<file path="src/rtl/lossless_predictor_min_select_defines.svh">
// ----------------------------------------------------------------------------
// lossless predictor min select: assertion macros
// Shared assertion wrappers, clocked on clk, with and without the reset guard.
// ----------------------------------------------------------------------------
`ifndef LOSSLESS_PREDICTOR_MIN_SELECT_DEFINES_SVH
`define LOSSLESS_PREDICTOR_MIN_SELECT_DEFINES_SVH

// property checked outside reset
`define LPMS_ASSERT(name, prop, msg) \
  name: assert property (@(posedge clk) disable iff (rst) (prop)) else $error(msg);

// property checked on every edge, reset included
`define LPMS_ASSERT_RST(name, prop, msg) \
  name: assert property (@(posedge clk) (prop)) else $error(msg);

`endif

</file>
<file path="src/rtl/lpms_pkg.sv">
// ----------------------------------------------------------------------------
// lpms_pkg
// Types, constants and helpers shared by the predictor lanes, merge and top.
// ----------------------------------------------------------------------------
`timescale 1ns / 1ps

package lpms_pkg;

  localparam int MAX_WIDTH  = 4096;
  localparam int COL_W      = $clog2(MAX_WIDTH);
  localparam int NUM_PRED   = 7;
  localparam int NUM_CH     = 3;
  localparam int CH_W       = 8;
  localparam int PV_W       = 10;           // signed predictor value, -255..510
  localparam int SUM_W      = 12;           // signed sum of three channels
  localparam int MAG_W      = SUM_W - 1;
  localparam int RECIP_W    = 16;
  localparam int PROD_W     = MAG_W + RECIP_W;
  localparam int RECIP_SH   = 17;
  localparam logic [RECIP_W-1:0] RECIP3 = 16'd43691;  // (2^17 + 1) / 3

  localparam int CFG_WIDTH_W  = 13;
  localparam int CFG_HEIGHT_W = 16;
  localparam int CFG_DATA_W   = 16;
  localparam logic [CFG_WIDTH_W-1:0]  WIDTH_RST  = 13'd640;
  localparam logic [CFG_HEIGHT_W-1:0] HEIGHT_RST = 16'd480;

  typedef enum logic [0:0] {
    REG_IMAGE_WIDTH  = 1'b0,
    REG_IMAGE_HEIGHT = 1'b1
  } cfg_reg_t;

  typedef enum logic [2:0] {
    PRED_A     = 3'd0,
    PRED_B     = 3'd1,
    PRED_C     = 3'd2,
    PRED_ABC   = 3'd3,
    PRED_A_HBC = 3'd4,
    PRED_B_HAC = 3'd5,
    PRED_AVG   = 3'd6
  } pred_sel_t;

  typedef struct packed {
    logic [CH_W-1:0] in_ch2;
    logic [CH_W-1:0] in_ch1;
    logic [CH_W-1:0] in_ch0;
  } pix_t;

  typedef struct packed {
    logic [CH_W-1:0] pred_ch2;
    logic [CH_W-1:0] pred_ch1;
    logic [CH_W-1:0] pred_ch0;
  } res_t;

  typedef logic signed [PV_W-1:0]  pval_t;
  typedef logic signed [SUM_W-1:0] sum_t;

  // load strobes of the two lane stages
  typedef struct packed {
    logic ld2;
    logic ld3;
  } adv_t;

  function automatic logic [CH_W-1:0] chan_of(pix_t px, logic [1:0] k);
    logic [CH_W-1:0] v;
    case (k)
      2'd0:    v = px.in_ch0;
      2'd1:    v = px.in_ch1;
      2'd2:    v = px.in_ch2;
      default: v = px.in_ch0;
    endcase
    return v;
  endfunction

endpackage

</file>
<file path="src/rtl/lpms_lane.sv">
// ----------------------------------------------------------------------------
// lpms_lane
// One predictor for all three channels, its channel sum and the mean by three.
// ----------------------------------------------------------------------------
`timescale 1ns / 1ps

module lpms_lane import lpms_pkg::*; (
  input  logic      clk,
  input  pred_sel_t idx,
  input  adv_t      adv,
  input  pix_t      left,
  input  pix_t      above,
  input  pix_t      upleft,
  output pval_t     pred [NUM_CH],
  output pval_t     mean
);

  pval_t             pv [NUM_CH];
  pval_t             pv2 [NUM_CH];
  sum_t              sum_c;
  sum_t              sum2;
  logic [MAG_W-1:0]  mag;
  logic [PROD_W-1:0] prod;
  logic [PV_W-1:0]   quo;
  pval_t             mean_c;

  always_comb begin
    pval_t a, b, c, d_bc, d_ac, h_bc, h_ac;
    for (int k = 0; k < NUM_CH; k++) begin
      a    = pval_t'(PV_W'(chan_of(left, 2'(k))));
      b    = pval_t'(PV_W'(chan_of(above, 2'(k))));
      c    = pval_t'(PV_W'(chan_of(upleft, 2'(k))));
      d_bc = b - c;
      d_ac = a - c;
      // halve, rounding toward zero
      h_bc = (d_bc + $signed({{(PV_W-1){1'b0}}, d_bc[PV_W-1]})) >>> 1;
      h_ac = (d_ac + $signed({{(PV_W-1){1'b0}}, d_ac[PV_W-1]})) >>> 1;
      case (idx)
        PRED_A:     pv[k] = a;
        PRED_B:     pv[k] = b;
        PRED_C:     pv[k] = c;
        PRED_ABC:   pv[k] = a + b - c;
        PRED_A_HBC: pv[k] = a + h_bc;
        PRED_B_HAC: pv[k] = b + h_ac;
        PRED_AVG:   pv[k] = (a + b) >>> 1;
        default:    pv[k] = a;
      endcase
    end
    sum_c = SUM_W'(pv[0]) + SUM_W'(pv[1]) + SUM_W'(pv[2]);
  end

  // mean by three: magnitude times reciprocal, sign restored
  always_comb begin
    mag    = sum2[SUM_W-1] ? MAG_W'(-sum2) : MAG_W'(sum2);
    prod   = PROD_W'(mag) * PROD_W'(RECIP3);
    quo    = PV_W'(prod >> RECIP_SH);
    mean_c = sum2[SUM_W-1] ? pval_t'(-quo) : pval_t'(quo);
  end

  always_ff @(posedge clk) begin
    if (adv.ld2) begin
      pv2  <= pv;
      sum2 <= sum_c;
    end
    if (adv.ld3) begin
      pred <= pv2;
      mean <= mean_c;
    end
  end

endmodule

</file>
<file path="config.mk">
export PLATFORM = sky130hd
export DESIGN_NAME = lpms_lane
export DESIGN_NICKNAME = d
export VERILOG_FILES = /design/src/rtl/lossless_predictor_min_select_defines.svh /design/src/rtl/lpms_pkg.sv /design/src/rtl/lpms_lane.sv
export SDC_FILE = /design/constraint.sdc
export NUM_CORES = 1
export LEC_CHECK = 0
export ABC_CLOCK_PERIOD_IN_PS = 14000
export BUFFER_PORTS_ARGS = -buffer_cell sky130_fd_sc_hd__buf_2
export CAP_MARGIN = 40
export CORE_MARGIN = 3
export CORE_UTILIZATION = 66
export DETAILED_ROUTE_END_ITERATION = 10
export GPL_TIMING_DRIVEN = 1
export PLACE_DENSITY = 0.87
export SLEW_MARGIN = 20
export SYNTH_ARGS = -nofsm -noshare
export SYNTH_HDL_FRONTEND = slang
export SYNTH_SLANG_ARGS = --single-unit
export TNS_END_PERCENT = 30
</file>
<file path="constraint.sdc">
create_clock -name clk -period 14 [get_ports clk]
set_input_delay 2.8 -clock clk [delete_from_list [all_inputs] [get_ports clk]]
set_output_delay 2.8 -clock clk [all_outputs]
set_load 0.03 [all_outputs]
</file>
# After elaboration in Yosys (flattened, before gate mapping)
# Cells that the tools add are included.
[classes]
eq_ne = 6
mul = 1
muxes = 5
addsub = 28
[ops]
columns = ["cell", "count"]
rows = [
  ["one-hot mux 10 bit (6 select lines)", 3],
  ["adder 9 x 2 -> 10 bit", 6],
  ["adder 9 x 9 -> 10 bit", 6],
  ["subtractor 8 x 8 -> 9 bit", 6],
  ["subtractor 10 x 9 -> 10 bit", 3],
  ["adder 8 x 8 -> 9 bit", 3],
  ["multiplier 11 x 16 -> 27 bit, second input constant", 1],
  ["adder 11 x 10 -> 12 bit", 1],
  ["adder 10 x 10 -> 11 bit", 1],
  ["two-way mux 11 bit", 1],
  ["negation 11 bit", 1],
  ["two-way mux 10 bit", 1],
  ["negation 10 bit", 1],
  ["== test 3 bit, second input constant", 3],
  ["== test 3 x 2 -> 1 bit, second input constant", 2],
  ["== test 3 x 1 -> 1 bit, second input constant", 1],
]
[totals]
output_inout_bits = 40
register_bits = 82
elab_cells = 48

# Longest topological paths before layout
[depth]
word_depth = 6
depth_mapped = 35
ltp_nobuf = 35

# Worst setup path before layout
# No wires, ideal clock.
[synth_timing]
kind = "input to register"
start = "input above[0] in the netlist's numbering"
end = "register sum2[10], data pin"
t_required_ns = 13.742
setup_slack_ns = 5.549
stages = 34
arrival_ns = 8.194
path_cell_list = "inv_1 > ha_1 > inv_1 > fa_1 > a21o_1 > a21oi_1 > o21ai_0 > a21oi_1 > o21bai_1 > a21o_1 > nor2_1 > ha_1 > xor2_1 > ha_1 > a21o_1 > a21oi_1 > o21bai_1 > a21oi_1 > xor2_1 > o22ai_1 > a221oi_1 > nor2_1 > nor2_1 > a211o_1 > fa_1 > inv_1 > ha_1 > a21oi_1 > nor2b_1 > o21a_1 > o21ai_0 > nand2b_1 > a21oi_1 > xnor2_1"
[synth_between]
elab_chain_len = 6
elab_cells_between_ends = 9
cone_classes = "8 x add/sub; 1 x mux"
[synth_rtl]
columns = ["element", "line_no", "rtl"]
rows = [
  ["start, declared", "lpms_lane.sv:12", "input pix_t above,"],
  ["subtractor 8 x 8 -> 9 bit", "lpms_lane.sv:33", "d_bc = b - c;"],
  ["adder 9 x 2 -> 10 bit", "lpms_lane.sv:36", "h_bc = (d_bc + $signed({{(PV_W-1){1'b0}}, d_bc[PV_W-1]})) >>> 1;"],
  ["adder 9 x 9 -> 10 bit", "lpms_lane.sv:43", "PRED_A_HBC: pv[k] = a + h_bc;"],
  ["one-hot mux 10 bit (6 select lines) (*)", "lpms_lane.sv:38", "case (idx)"],
  ["adder 10 x 10 -> 11 bit (*)", "lpms_lane.sv:49", "sum_c = SUM_W'(pv[0]) + SUM_W'(pv[1]) + SUM_W'(pv[2]);"],
  ["adder 11 x 10 -> 12 bit (*)", "lpms_lane.sv:49", ""],
  ["via sum_c[10]", "lpms_lane.sv:20", "sum_t sum_c;"],
  ["end signal, assigned", "lpms_lane.sv:63", "sum2 <= sum_c;"],
  ["end, declared", "lpms_lane.sv:21", "sum_t sum2;"],
]
# Mark *: on every way through the listed nets, which the timed path passes. The rest lies on a longest branch.
# A chain may end at the register's enable or synchronous reset.

# Worst setup path in the final report
# Ends and elaborated chain as after synthesis.

==> results.txt <==
----------------------------------------------------
[Outcome]
  Status ... finished clean

[Clock network]
  Total number of clock tree sinks ... 82
  Number of buffers inserted by hold repair at cts ... 0
  Cells resized by post-CTS repair ... 0
  Number of clock buffers inserted by TritonCTS ... 9
  Clock Path Buffers ... 2
  H-tree levels ... 3
  CTS tree ... built
  Clk Latency, worst-skew pair ... 330 ps
  Number of buffers inserted to repair setup after CTS ... 0
  Root buffer cell ... clkbuf_16
  Clock-pin transition on the worst setup and hold timing paths ... 60 ps

[Critical path]
  Cell type of the slowest stage on the worst timing path ... fa_1
  Startpoint type of the worst setup path ... primary input
  Capturing element type of the critical path ... register
  Most Frequent Cell on Critical Path ... a21oi_1
  Critical path class ... in2reg
  Data required time of the worst path ... 14080 ps
  CP Max Fanout ... 4
  Minimum setup slack among reg-to-reg paths ... 6910 ps
  Reg-to-reg startpoint ... sum2[0]
  Max incr delay on CP ... 420 ps
  Endpoint of the lowest-slack register-to-register path ... mean[9]
  Reg2reg path depth ... 22
  Critical path launch point ... above[0]
  Crit path DAT ... 9080 ps

[Synthesis]
  Post-synth top cells ... ha_1 (235), inv_1 (203), xnor2_1 (119)
  Leading area contributor after synthesis ... ha_1
  Post-Synth Simple-Gate Area ... 10.9%
  Most used flip-flop cell after synthesis ... edfxtp_1
  Adder and majority cell fraction of the synthesized area ... 31.9%
  Post-synth design cell area ... 13500 um2
  XOR/XNOR share of the synthesized area ... 12.0%
  Multiplexer area fraction after synthesis ... 0.232%
  Combinational family with the most area after synthesis ... adder cells
  Mean Syn Cell Area ... 8.75 um2
  Area contributors post-synth ... ha_1 (22%), edfxtp_1 (18%), fa_1 (10%)
  Share of the synthesized area in compound gates (AO/OA/AOI/OAI) ... 20.2%
  Count of flip-flops with a built-in enable after synthesis ... 82
  Flop and latch count out of synthesis ... 82
  Post-Syn Instances ... 1539
  FFs w/ async S/R, synth ... 0%
  Fraction of post-synthesis cell area in the top cell type by area ... 21.8%
  Most used standard cell by instance count after synthesis ... ha_1
  Number of different library cells in the post-synthesis netlist ... 67
  Net count after synthesis ... 1920
  Sequential area share after synthesis ... 18.3%
  Synth warn ... 0

[Floorplanning]
  Core footprint ... 19800 um2
  I/O pin total ... 118
  Starting Density ... 68.1%
  Rows ... 51
  Full die area ... 22200 um2
  Vert. Die Dim ... 149 um
  Chip width ... 149 um

[GRT]
  Initial antenna violation count ... 0
  Leftover overflow at the end of global routing ... 0
  All-layer global routing usage ... 32.3%
  Vias in the first global route ... 11700
  First-pass GRT wire length ... 57.7 mm
  Largest net degree at the start of global routing ... 43

[Worst hold path]
  HP Start ... pv2[8]
  Hold worst-path end ... pred[8]
  Type of the most critical hold path ... reg2reg
  Depth of the worst hold-timing path ... 0

[STA]
  Worst rel slew slack ... 42.6%
  Total count of hold-check failures in the final report ... 0
  Shortest clock period the worst path allows after layout ... 9000 ps
  Final slew viol count ... 0
  Total Neg Setup Slack ... 0 ps
  Maximum operating frequency ... 111 MHz
  Period utilization ... 64.3%
  Unrepaired setup endpoints after global routing ... false
  Worst clock skew ... 7.94 ps
  Final-report setup violation count ... 0
  Worst-case setup margin in the final layout ... 5000 ps
  Least-Margin Pin Slew ... 860 ps

[Routing]
  Total via count in the routed design ... 11800
  Violation count after the first detailed-routing iteration ... 1010
  Wire length per cell ... 18.5 um
  Iteration count of the initial detailed-routing pass ... 5
  Number of remaining DRC errors ... 0
  Via density ... 6.16
  Post-detailed-route count of antenna-violating nets ... 0
  Detailed-route wire length ... 35.5 mm

[Placed design]
  HPWL after detailed placement ... 29.6 mm
  GPL Wtd Cong ... 0.972
  Number of buffer cells added on primary ports ... 117
  Worst setup slack after placement ... 4770 ps

[Finish]
  Count of inserted antenna diode cells ... 0
  Area grow syn2layout ... 8.88%
  Final net count ... 2032
  Ratio of cells with drive above 1 in the final layout ... 9.54%

[Job]
  Max-Cap Viols ... 0

----------------------------------------------------
[state kept, by name, summed over array words and instances, names as in the netlist]
name / flops
pred: 30
pv2: 30
sum2: 12
mean: 10
[how the worst max path moves through the flow]
stage,end,slack [ps],cells after the start
detailed placement,sum2[10],4770,35
global placement,sum2[10],4980,35
CTS,sum2[10],5100,35
finish,sum2[10],5000,35
global route,sum2[10],4550,35
floorplan,sum2[10],5550,34
[metrics by stage]
step                      hold WS, ps  instance area (um2)  std cells  util [%]
after CTS                         418                14600       1920      74.0
after global routing              422                14700       1921      74.1
after floorplan                   400                13500       1539         -
final                             418                14700       1921      74.1
after detailed placement          405                14400       1904      72.6
after global placement            401                14300       1902      72.5
[kinds of logic after synthesis]
group	count (synthesis)
XOR/XNOR	185
AO/OA/AOI/OAI	429
adder cells (fa/ha/maj)	303
AND/OR/NAND/NOR	308
multiplexers	3
flip-flops	82
buffers and inverters	229
[area by class of cell]
cell class | count | area [um2]
inverter | 204 | 766
sequential | 82 | 2460
tap | 265 | 332
clock inverter | 7 | 52.6
multi-input combinational | 1228 | 10200
fill | 1451 | 5120
clock buffer | 9 | 225
timing repair buffer | 126 | 676
[metal layers]
layer | vias to the layer above | routed length (um) | GRT usage (%)
met3 | 86 | 3150 | 5.20
li1 | 5656 | - | -
met2 | 554 | 16400 | 53.2
met5 | - | 0 | 0
met4 | 0 | 1220 | 11.9
met1 | 5530 | 14700 | 43.3
[cell usage in the layout (no fill, tap or decap), types with 68 or more instances in the layout]
cell type,count
ha_1,235
inv_1,203
xnor2_1,119
buf_2,118
a21oi_1,115
nor2_1,106
o21ai_0,103
edfxtp_1,82
nand2_1,74
fa_1,68
[critical path: cells and delay by family]
| family | cells | cell delay, ps |
|---|---|---|
| adders and majority gates | 6 | 1740 |
| and+or+nand+nor | 5 | 500 |
| AOI/OAI and AO/OA | 17 | 3230 |
| xor gates and xnor gates | 3 | 510 |
| buffers and inverters | 4 | 320 |
Power is not shown: default switching activity piles up to over one toggle a cycle in this logic, so the estimate is an artifact.
