**src/rtl/lossless_predictor_min_select_defines.svh**
```systemverilog
// ----------------------------------------------------------------------------
// lossless predictor min select: assertion macros
// Shared assertion wrappers, clocked on clk, with and without the reset guard.
// ----------------------------------------------------------------------------
`ifndef LOSSLESS_PREDICTOR_MIN_SELECT_DEFINES_SVH
`define LOSSLESS_PREDICTOR_MIN_SELECT_DEFINES_SVH

// property checked outside reset
`define LPMS_ASSERT(name, prop, msg) \
  name: assert property (@(posedge clk) disable iff (rst) (prop)) else $error(msg);

// property checked on every edge, reset included
`define LPMS_ASSERT_RST(name, prop, msg) \
  name: assert property (@(posedge clk) (prop)) else $error(msg);

`endif

```
**src/rtl/lpms_pkg.sv**
```systemverilog
// ----------------------------------------------------------------------------
// lpms_pkg
// Types, constants and helpers shared by the predictor lanes, merge and top.
// ----------------------------------------------------------------------------
`timescale 1ns / 1ps

package lpms_pkg;

  localparam int MAX_WIDTH  = 4096;
  localparam int COL_W      = $clog2(MAX_WIDTH);
  localparam int NUM_PRED   = 7;
  localparam int NUM_CH     = 3;
  localparam int CH_W       = 8;
  localparam int PV_W       = 10;           // signed predictor value, -255..510
  localparam int SUM_W      = 12;           // signed sum of three channels
  localparam int MAG_W      = SUM_W - 1;
  localparam int RECIP_W    = 16;
  localparam int PROD_W     = MAG_W + RECIP_W;
  localparam int RECIP_SH   = 17;
  localparam logic [RECIP_W-1:0] RECIP3 = 16'd43691;  // (2^17 + 1) / 3

  localparam int CFG_WIDTH_W  = 13;
  localparam int CFG_HEIGHT_W = 16;
  localparam int CFG_DATA_W   = 16;
  localparam logic [CFG_WIDTH_W-1:0]  WIDTH_RST  = 13'd640;
  localparam logic [CFG_HEIGHT_W-1:0] HEIGHT_RST = 16'd480;

  typedef enum logic [0:0] {
    REG_IMAGE_WIDTH  = 1'b0,
    REG_IMAGE_HEIGHT = 1'b1
  } cfg_reg_t;

  typedef enum logic [2:0] {
    PRED_A     = 3'd0,
    PRED_B     = 3'd1,
    PRED_C     = 3'd2,
    PRED_ABC   = 3'd3,
    PRED_A_HBC = 3'd4,
    PRED_B_HAC = 3'd5,
    PRED_AVG   = 3'd6
  } pred_sel_t;

  typedef struct packed {
    logic [CH_W-1:0] in_ch2;
    logic [CH_W-1:0] in_ch1;
    logic [CH_W-1:0] in_ch0;
  } pix_t;

  typedef struct packed {
    logic [CH_W-1:0] pred_ch2;
    logic [CH_W-1:0] pred_ch1;
    logic [CH_W-1:0] pred_ch0;
  } res_t;

  typedef logic signed [PV_W-1:0]  pval_t;
  typedef logic signed [SUM_W-1:0] sum_t;

  // load strobes of the two lane stages
  typedef struct packed {
    logic ld2;
    logic ld3;
  } adv_t;

  function automatic logic [CH_W-1:0] chan_of(pix_t px, logic [1:0] k);
    logic [CH_W-1:0] v;
    case (k)
      2'd0:    v = px.in_ch0;
      2'd1:    v = px.in_ch1;
      2'd2:    v = px.in_ch2;
      default: v = px.in_ch0;
    endcase
    return v;
  endfunction

endpackage

```
**src/rtl/lpms_merge.sv**
```systemverilog
// ----------------------------------------------------------------------------
// lpms_merge
// Picks the lane with the smallest mean, lowest index on a tie, and registers
// the result word; border pixels take the input word instead.
// ----------------------------------------------------------------------------
`timescale 1ns / 1ps

module lpms_merge import lpms_pkg::*; (
  input  logic  clk,
  input  logic  ld,
  input  pix_t  cur,
  input  logic  border,
  input  pval_t mean [NUM_PRED],
  input  pval_t pred [NUM_PRED][NUM_CH],
  output res_t  res
);

  logic [2:0] sel;
  res_t       res_c;

  always_comb begin
    pval_t best;
    best = mean[0];
    sel  = 3'd0;
    for (int i = 1; i < NUM_PRED; i++) begin
      if (mean[i] < best) begin
        best = mean[i];
        sel  = 3'(i);
      end
    end
    if (border) begin
      res_c.pred_ch0 = cur.in_ch0;
      res_c.pred_ch1 = cur.in_ch1;
      res_c.pred_ch2 = cur.in_ch2;
    end else begin
      res_c.pred_ch0 = pred[sel][0][CH_W-1:0];
      res_c.pred_ch1 = pred[sel][1][CH_W-1:0];
      res_c.pred_ch2 = pred[sel][2][CH_W-1:0];
    end
  end

  always_ff @(posedge clk) begin
    if (ld) begin
      res <= res_c;
    end
  end

endmodule

```
**config.mk**
```make
export PLATFORM = sky130hd
export DESIGN_NAME = lpms_merge
export DESIGN_NICKNAME = d
export VERILOG_FILES = /design/src/rtl/lossless_predictor_min_select_defines.svh /design/src/rtl/lpms_pkg.sv /design/src/rtl/lpms_merge.sv
export SDC_FILE = /design/constraint.sdc
export NUM_CORES = 1
export LEC_CHECK = 0
export CAP_MARGIN = 20
export CORE_AREA = 2 2 130 132
export DETAILED_ROUTE_END_ITERATION = 12
export DIE_AREA = 0 0 132 134
export DONT_BUFFER_PORTS = 1
export GPL_TIMING_DRIVEN = 0
export SLEW_MARGIN = 20
export SYNTH_ARGS = -nofsm -noshare
export SYNTH_HDL_FRONTEND = slang
export SYNTH_SLANG_ARGS = --single-unit
```
**constraint.sdc**
```tcl
create_clock -name clk -period 30.5 [get_ports clk]
set_input_delay 3.05 -clock clk [delete_from_list [all_inputs] [get_ports clk]]
set_output_delay 3.05 -clock clk [all_outputs]
set_load 0.1 [all_outputs]
```
# Word-level counts from Yosys, hierarchy flattened
# Index checks and enable logic that the tools add are counted.
# Widths: inputs -> output; s select.
totals:
  reg_bits: 24
  in_bits: 307
  out_inout_bits: 24
  wordCells: 26
classes:
  magnitude_cmp: 7
  muxes: 15
  bitwise: 1
ops:
  columns: ["op", "count"]
  rows:
  - ["$bmux 30 s3", 1]
  - ["$lt 10x10->1", 6]
  - ["$mux 28", 2]
  - ["$mux 10", 5]
  - ["$mux 24", 1]
  - ["$mux 3", 5]
  - ["$ge 4x4->1 const B", 1]
  - ["$not 3->4", 1]
  - ["$mux 1", 1]

# Depth between registers and ports, before layout
# Gate-level depths: netlist of run 1.
depth:
  word_depth: 17
  ltp_mapped: 61
  depth_no_buf: 53

# Worst setup path before layout of run 1
# OpenSTA, ideal clock, no wires.
synth_path:
  kind: "input-to-reg"
  start: "input mean[69] in the netlist's numbering"
  end: "register res[10] in the netlist's numbering (data pin)"
  arrival_ns: 14.847
  required_time_ns: 30.330
  slack_ns: 15.484
  stages: 58
  path_buffers: 7
  path_cell_list: "inv_1 ha_1 nor3b_1 o22ai_1 a211oi_2 clkbuf_1 clkbuf_1 a21oi_1 ha_1 a21o_1 a311o_1 a211o_1 nand3b_1 o21ai_1 clkbuf_1 nand2_1 o21ai_0 inv_1 (+22 left out) a211oi_1 o221ai_1 nor2b_1 clkbuf_2 mux2_2 ha_1 a21o_1 a21oi_1 nor2b_1 o21ai_0 a21bo_2 a31oi_1 a21oi_1 nor2_1 o21ai_1 clkbuf_1 nor2_1 nor4_2"
synth_rtl:
  columns: ["element", "line", "text"]
  rows:
  - ["start: declaration", "lpms_merge.sv:13", "input pval_t mean [NUM_PRED],"]
  - ["end signal: assignment", "lpms_merge.sv:44", "res <= res_c;"]
  - ["end: declaration", "lpms_merge.sv:15", "output res_t res"]

==> results.toml, run 1 <==
[outcome]
status = "finished, final reports clean"

[logic_synthesis]
synth.area.mux_share_pct = 23.4
yosys-top-cells-count = "ha_1, nor3_1, mux2_1"
yosys_warnings = 0
synth.most_common_cell = "ha_1"
synth-xor-area-share_pct = 0
yosysTopAreaCellShare_pct = 15.0
synth_compound_area_share_pct = 18.0
avgSynthCellArea_um2 = 8.45
yosysSeqAreaShare_pct = 15.0
synth_area_leaders = "edfxtp_1, ha_1, mux2_1"
synth-edff-count = 24
yosysUniqueCellTypes = 55
synthFlopType = "edfxtp_1"
syn_inst = 569
ys_ff_latch = 24
synth_top_cell_by_area = "edfxtp_1"
synth_top_family_by_area = "multiplexers"
syn-num-nets = 930
async_flop_share_pct = 0
synthSimpleGateAreaFrac_pct = 22.3
netlist_area_um2 = 4810
synthAdderAreaFrac_pct = 14.1

[critical_path]
crit_arrival_ns = 17.12
crit_type = "in -> reg"
max_stage_delay_ns = 0.52
startpoint_type = "primary input"
cp.required_ns = 30.57
critPathMaxFanout = 10
crit_path_end_kind = "register"
crit_slowest_cell = "a21oi_1"
critPathLaunch = "mean[69]"

[placed_design]
portBuffers = 0
placed_area_um2 = 5080
hpwl_um = 14600
place.gp.congestion = 0.850

[grt]
antenna_found_initial = 2
overflow = 0
grtUsageTotal_pct = 18.6
grt_pass1_vias = 4458
grt_max_degree = 25
grt_first_pass_wirelength_um = 25300

[clock_tree]
cts_resized = 0
numCtsBuffers = 3
clk_path_buf_depth = 2
clock_sinks = 24
hold_buffers = 0
cts-root-buf = "clkbuf_16"
cts_tree = "built"
htreeDepth = 1
clkTransAtPathRegs_ns = 0.07
post-cts-setup-buffers = 0

[routing]
drcViolationCount = 0
wl_per_cell_um = 21.9
ant_nets = 0
wl_um = 17400
firstDrtPassIters = 4
drt_iter0_markers = 217
vias = 4440
via_per_inst = 5.61

[timing]
whs_ns = 2.89
fin_setup_tns_ns = 0
drv_slew = 0
worst_pin_slew_ns = 1.01
rsz0062_at_grt = "no"
hold_violations = 0
setup_viol = 0
period_minus_slack_ns = 17.05
timing.final.crit_share_pct = 55.9
maxSlewHeadroom_pct = 33.1
max_freq_ghz = 0.0587

[power]
power.leakage_nw = 2.01
irDropWorstVdd_mv = 0.0625
powerDensity_nw_per_um2 = 151
switchingPower_w = 0.000460
clockPowerShare_pct = 3.8
pwr-share-comb_pct = 70.6
seqPwrFrac_pct = 25.6
p_sw_share_pct = 59.0
p_int_w = 0.000320

[floorplanning]
coreArea_um2 = 16300
io_pins = 331
die_w_um = 132
dieArea_um2 = 17700
num_rows = 47
die_h_um = 134
initial_core_util_pct = 29.5

[worst_hold_path]
hold_end = "res[17]"
min_from = "ld"
worstHoldPathCells = 0
hp-class = "in -> reg"

[finish]
largest_reg_flops = 24
fin_area_um2 = 5160
layout-drive-gt1-share_pct = 14.3
fill_cells = 1761
largest-register = "res"
antenna_cells = 0
nets = 935
area_growth_pct = 7.29
reg_top3 = "res (24)"

[flow_run]
cap_violations = 0
[worst max path at each step]
stage / to / slack, ns / cells past startpoint
finish: res[14] / 13.45 / 59
global route: res[16] / 11.98 / 59
CTS: res[14] / 13.39 / 59
detailed placement: res[14] / 13.14 / 60
global placement: res[14] / 13.04 / 60
floorplan: res[10] / 15.48 / 58
[power by group through the flow]
stage	clock network (W)	logic, W	registers (W)
floorplan	0	0.000417	0.000194
global placement	0	0.000551	0.000200
detailed placement	0	0.000554	0.000200
CTS	0.0000305	0.000557	0.000200
global route	0.0000321	0.000607	0.000200
finish	0.0000299	0.000550	0.000199
[metal layers]
metal | part of all wire [%] | global-route usage [%]
met5 | 0.16 | 0
met4 | 0.25 | 1.27
met3 | 8.5 | 6.20
met2 | 47 | 30.7
met1 | 44 | 24.6
[cells by family after synthesis]
logic type,count (synthesis)
AND/OR/NAND/NOR,191
multiplexers,101
flip-flops,24
AO/OA/AOI/OAI,123
adder cells (fa/ha/maj),54
buffers and inverters,76
[worst max-delay path: cells and delay by family]
family / cells / cell delay, ns
AOI/OAI and AO/OA: 27 / 6.54
buffers and inverters: 12 / 2.90
muxes: 3 / 0.85
adders and majority gates: 6 / 1.82
and+or+nand+nor: 11 / 1.91
[placed cells by master, fill, tap and decap left out, drive strengths merged, types with 5 or more instances in the layout]
cell type,instances
edfxtp,24
buf,13
nor4,24
a21o,8
inv,44
nand2b,28
nor3,52
nor2,41
o31ai,26
nand2,16
mux2,90
a31oi,5
a211o,5
ha,54
mux2i,11
nand4,6
nor2b,6
clkbuf,22
o21ai,23
a21oi,28
a211oi,7
[final cells by class]
| cell class | count | area (um^2) | area share [%] |
|---|---|---|---|
| clock buffer | 3 | 75.1 | 1.46 |
| sequential | 24 | 721 | 14.0 |
| multi-input combinational | 469 | 3740 | 72.5 |
| tap | 220 | 275 | 5.34 |
| inverter | 44 | 165 | 3.20 |
| buffer | 32 | 184 | 3.57 |
[per-stage QoR]
stage / cells / worst slack (ns) / util (%) / total power, W
3_5_place_dp: 789 / 13.14 / 31.2 / 0.000754
6_report: 792 / 13.45 / 31.7 / 0.000779
5_1_grt: 792 / 11.98 / 31.7 / 0.000839
4_1_cts: 792 / 13.39 / 31.7 / 0.000787
3_3_place_gp: 789 / 13.04 / 31.2 / 0.000751
2_1_floorplan: 569 / 15.48 / - / 0.000611
(Power assumes the default switching activity.)
==> run 2: changes to the inputs <==
clock period = 14.2 ns   (was 30.5 ns; I/O delays follow)
==> run 2 against run 1 <==
Net effect:
- die area unchanged
- largest power group unchanged
- setup slack worse by 13 ns
- first-iteration DRC count grew 0.92%
- core utilization increased by 1.1 points
- non-clock buffer count increased by 5
- sequential power rose by 120%
- final area up 3.3%
- routed wire length rose by 0.82%
- hold slack got worse by 1.6 ns
- sequential cell count unchanged
==> results.toml, run 2 (synthesis results as in run 1) <==
[routing]
drt_iter0_markers = 219
wl_um = 17500
wl_per_cell_um = 22.0
drcViolationCount = 0
vias = 4447
ant_nets = 0
firstDrtPassIters = 4
via_per_inst = 5.58

[timing]
period_minus_slack_ns = 13.39
worst_pin_slew_ns = 0.974
max_freq_ghz = 0.0747
hold_violations = 0
timing.final.crit_share_pct = 94.3
setup_viol = 0
drv_slew = 0
maxSlewHeadroom_pct = 35.2

[clock_tree]
hold_buffers = 0
clkTransAtPathRegs_ns = 0.07
htreeDepth = 1
cts-root-buf = "clkbuf_16"
clock_sinks = 24
numCtsBuffers = 3
clk_path_buf_depth = 2
cts_tree = "built"

[flow_run]
cap_violations = 0

[power]
powerDensity_nw_per_um2 = 324
irDropWorstVdd_mv = 0.134
power.leakage_nw = 2.08

[finish]
fin_area_um2 = 5330
final_common_cell = "ha_1"
largest-register = "res"
antenna_cells = 0
final_cell_mix = "ha_1, nor3_1, mux2_1"
area_growth_pct = 10.9
layout-drive-gt1-share_pct = 19.6
largest_reg_flops = 24
nets = 940
finalNonFillerCells = 797
reg_top3 = "res (24)"

[floorplanning]
dieArea_um2 = 17700
initial_core_util_pct = 29.5
die_w_um = 132
num_rows = 47
coreArea_um2 = 16300
die_h_um = 134
io_pins = 331

[grt]
overflow = 0
grt_pass1_vias = 4461
grt_first_pass_wirelength_um = 25300
antenna_found_initial = 2
grtUsageTotal_pct = 18.5
grt_max_degree = 25

[critical_path]
critPathMaxFanout = 10
crit_slowest_cell = "a2111o_1"
crit_type = "in -> reg"
startpoint_type = "primary input"
crit_path_end_kind = "register"
crit_top_cell = "ha_1"
crit_arrival_ns = 13.46
max_stage_delay_ns = 0.42
cp.required_ns = 14.27

[placed_design]
dp_cells = 789
portBuffers = 0
hpwl_um = 14600
place.gp.congestion = 0.850
placed_area_um2 = 5080

[worst_hold_path]
min_from = "ld"
hold_end = "res[17]"
worstHoldPathCells = 0
hp-class = "in -> reg"

[outcome]
status = "finished, final reports clean"
## run 2: per-stage QoR
stage / worst slack (ns) / utilization, % / setup TNS (ns) / hold WS [ns] / total power, W
after global routing: -0.0308 / 32.7 / -0.0308 / 1.25 / 0.00185
after floorplan: 0.814 / - / 0 / 1.53 / 0.00131
after CTS: 0.0330 / 31.9 / 0 / 1.26 / 0.00170
after global placement: -1.63 / 31.2 / -35.59 / 1.53 / 0.00161
after detailed placement: -1.53 / 31.2 / -33.98 / 1.53 / 0.00162
final: 0.809 / 32.7 / 0 / 1.26 / 0.00172
## run 2: cell type report
cell class / count / area [um^2]
fill: 1741 / 11000
inverter: 44 / 165
buffer: 32 / 214
tap: 220 / 275
sequential: 24 / 721
clock buffer: 3 / 75.1
multi-input combinational: 469 / 3840
timing repair buffer: 5 / 37.5
## run 2: routing by layer
layer | share of wire [%] | up-vias | GRT usage (%)
li1 | - | 2166 | -
met4 | 0.49 | 4 | 1.27
met1 | 45 | 2078 | 24.6
met3 | 8.2 | 12 | 6.20
met5 | 0.15 | - | 0
met2 | 46 | 187 | 30.6
## run 2: power breakdown
part,internal [W],leakage (nW),switching [W]
Combinational,0.000536,1.81,0.000696
Sequential,0.000142,0.236,0.000286
Clock,0.0000375,0.0370,0.0000275
## run 2: how the worst max path moves through the flow
stage,cells past startpoint,startpoint,slack [ns],end
after global placement,60,mean[69],-1.63,res[14]
after detailed placement,60,mean[69],-1.53,res[14]
after CTS,59,mean[69],0.03,res[14]
final,59,mean[64],0.81,res[14]
after floorplan,58,mean[69],0.81,res[3]
after global routing,60,mean[64],-0.03,res[14]
## run 2: worst max-delay path, delay by kind of cell
| kind | cells | cell delay [ns] |
|---|---|---|
| AO/OA/AOI/OAI | 28 | 5.85 |
| buffers and inverters | 11 | 1.86 |
| AND/OR/NAND/NOR | 11 | 1.79 |
| adder cells (fa/ha/maj) | 6 | 1.76 |
| multiplexers | 3 | 0.79 |
## run 2: timing repair
item | CTS | global route
endpoints found under the setup margin | 24 | 24
gates resized for setup | 13 | 34
hold endpoints to repair | 0 | 0
pin swaps | 0 | 5
setup buffers | 1 | 4
==> run 3: changes to the inputs <==
MAX_ROUTING_LAYER = met4   (was default)
==> run 3 against run 2 <==
Net effect:
- combinational power about the same
- count of clock-buffer cells in the layout unchanged
- clock power decreased by 0.9%
- global-route usage increased by 0.54 points
- cell count increased by 0.25%
- critical path type unchanged
- setup slack improved by 0.042 ns
- non-clock buffer count unchanged
- critical path depth unchanged
- first-iteration DRC count increased by 17%
- die area unchanged
==> results.toml, run 3 (synthesis results as in run 1) <==
[finish]
final_common_cell = "ha_1"
largest_reg_flops = 24
finalNonFillerCells = 799
reg_top3 = "res (24)"
area_growth_pct = 11.0
largest-register = "res"
final_cell_mix = "ha_1, nor3_1, mux2_1"
layout-drive-gt1-share_pct = 19.6
nets = 940

[floorplanning]
coreArea_um2 = 16300
io_pins = 331
die_h_um = 134
initial_core_util_pct = 29.5
num_rows = 47
dieArea_um2 = 17700
die_w_um = 132

[power]
p_total_w = 0.00172
clockPowerShare_pct = 3.7
pwr-share-comb_pct = 71.4
power.leakage_nw = 2.08
irDropWorstVdd_mv = 0.134
p_int_w = 0.000716
seqPwrFrac_pct = 24.9
p_sw_share_pct = 58.4
powerDensity_nw_per_um2 = 323
switchingPower_w = 0.00100

[routing]
ant_nets = 0
vias = 4428
drt_iter0_markers = 256
wl_um = 17500
drcViolationCount = 0
via_per_inst = 5.54
firstDrtPassIters = 5
wl_per_cell_um = 21.8

[grt]
grt_pass1_vias = 4458
antenna_found_initial = 2
grt_first_pass_wirelength_um = 25300
overflow = 0
grt_max_degree = 25
grtUsageTotal_pct = 19.1

[critical_path]
crit_path_end_kind = "register"
cp.required_ns = 14.27
crit_slowest_cell = "a2111o_1"
crit_top_cell = "ha_1"
critPathMaxFanout = 10
startpoint_type = "primary input"
crit_arrival_ns = 13.42
max_stage_delay_ns = 0.42
crit_type = "in -> reg"

[timing]
max_freq_ghz = 0.0749
hold_violations = 0
timing.final.crit_share_pct = 94.0
fin_setup_tns_ns = 0
maxSlewHeadroom_pct = 34.4
worst_pin_slew_ns = 0.986
drv_slew = 0
setup_viol = 0
period_minus_slack_ns = 13.35

[clock_tree]
hold_buffers = 0
cts_tree = "built"
numCtsBuffers = 3
cts-root-buf = "clkbuf_16"
clock_sinks = 24
clk_path_buf_depth = 2
htreeDepth = 1
clkTransAtPathRegs_ns = 0.07

[placed_design]
place.gp.congestion = 0.868
hpwl_um = 14600
portBuffers = 0
dp_cells = 789

[outcome]
status = "finished, final reports clean"

[worst_hold_path]
worstHoldPathCells = 0
hp-class = "in -> reg"

[flow_run]
cap_violations = 0
run 3: cell types whose count changed in the layout (fill, tap and decap cells not counted), sizes merged:
cell,previous run,this run
diode,0,2
run 3: layout make-up:
cell class	count	area, um^2
Inverter	44	165
Multi-Input combinational cell	469	3840
Tap cell	220	275
Clock buffer	3	75.1
Fill cell	1739	11000
Antenna cell	2	5.00
Sequential cell	24	721
Timing Repair Buffer	5	37.5
Buffer	32	214
run 3: path summary, 6_finish.rpt:
kind                       to     start
worst max-delay path  res[14]  mean[64]
worst min-delay path  res[17]        ld
run 3: timing repair:
item	CTS	global route
setup buffers	1	4
endpoints found under the setup margin	24	24
resized for setup	13	34
pin swaps	0	5
run 3: worst max-delay path, delay by kind of cell:
| family | cells | cell delay, ns |
|---|---|---|
| AOI/OAI and AO/OA | 28 | 5.84 |
| buffers and inverters | 11 | 1.85 |
| and+or+nand+nor | 11 | 1.77 |
| adders and majority gates | 6 | 1.76 |
| muxes | 3 | 0.79 |
run 3: power by group through the flow:
| stage | clock [W] | sequential (W) | combinational, W |
|---|---|---|---|
| 2_1_floorplan | 0 | 0.000417 | 0.000896 |
| 3_3_place_gp | 0 | 0.000429 | 0.00118 |
| 3_5_place_dp | 0 | 0.000430 | 0.00119 |
| 4_1_cts | 0.0000656 | 0.000429 | 0.00121 |
| 5_1_grt | 0.0000689 | 0.000430 | 0.00135 |
| 6_report | 0.0000643 | 0.000428 | 0.00123 |
run 3: per-layer routing:
| layer | track usage, % | routed length, um | vias up |
|---|---|---|---|
| met1 | 24.7 | 7840 | 2064 |
| met3 | 5.86 | 1420 | 6 |
| met5 | - | 0 | - |
| li1 | - | - | 2171 |
| met4 | 1.27 | 68 | 0 |
| met2 | 30.7 | 8120 | 187 |
run 3: stage by stage:
stage / setup slack (ns) / hold slack [ns] / instance area, um^2 / util, %
after floorplan: 0.814 / 1.53 / 4810 / -
after global placement: -1.63 / 1.53 / 5080 / 31.2
after detailed placement: -1.53 / 1.53 / 5080 / 31.2
after CTS: 0.0330 / 1.26 / 5200 / 31.9
after global routing: -0.0266 / 1.25 / 5330 / 32.7
final: 0.850 / 1.26 / 5330 / 32.7
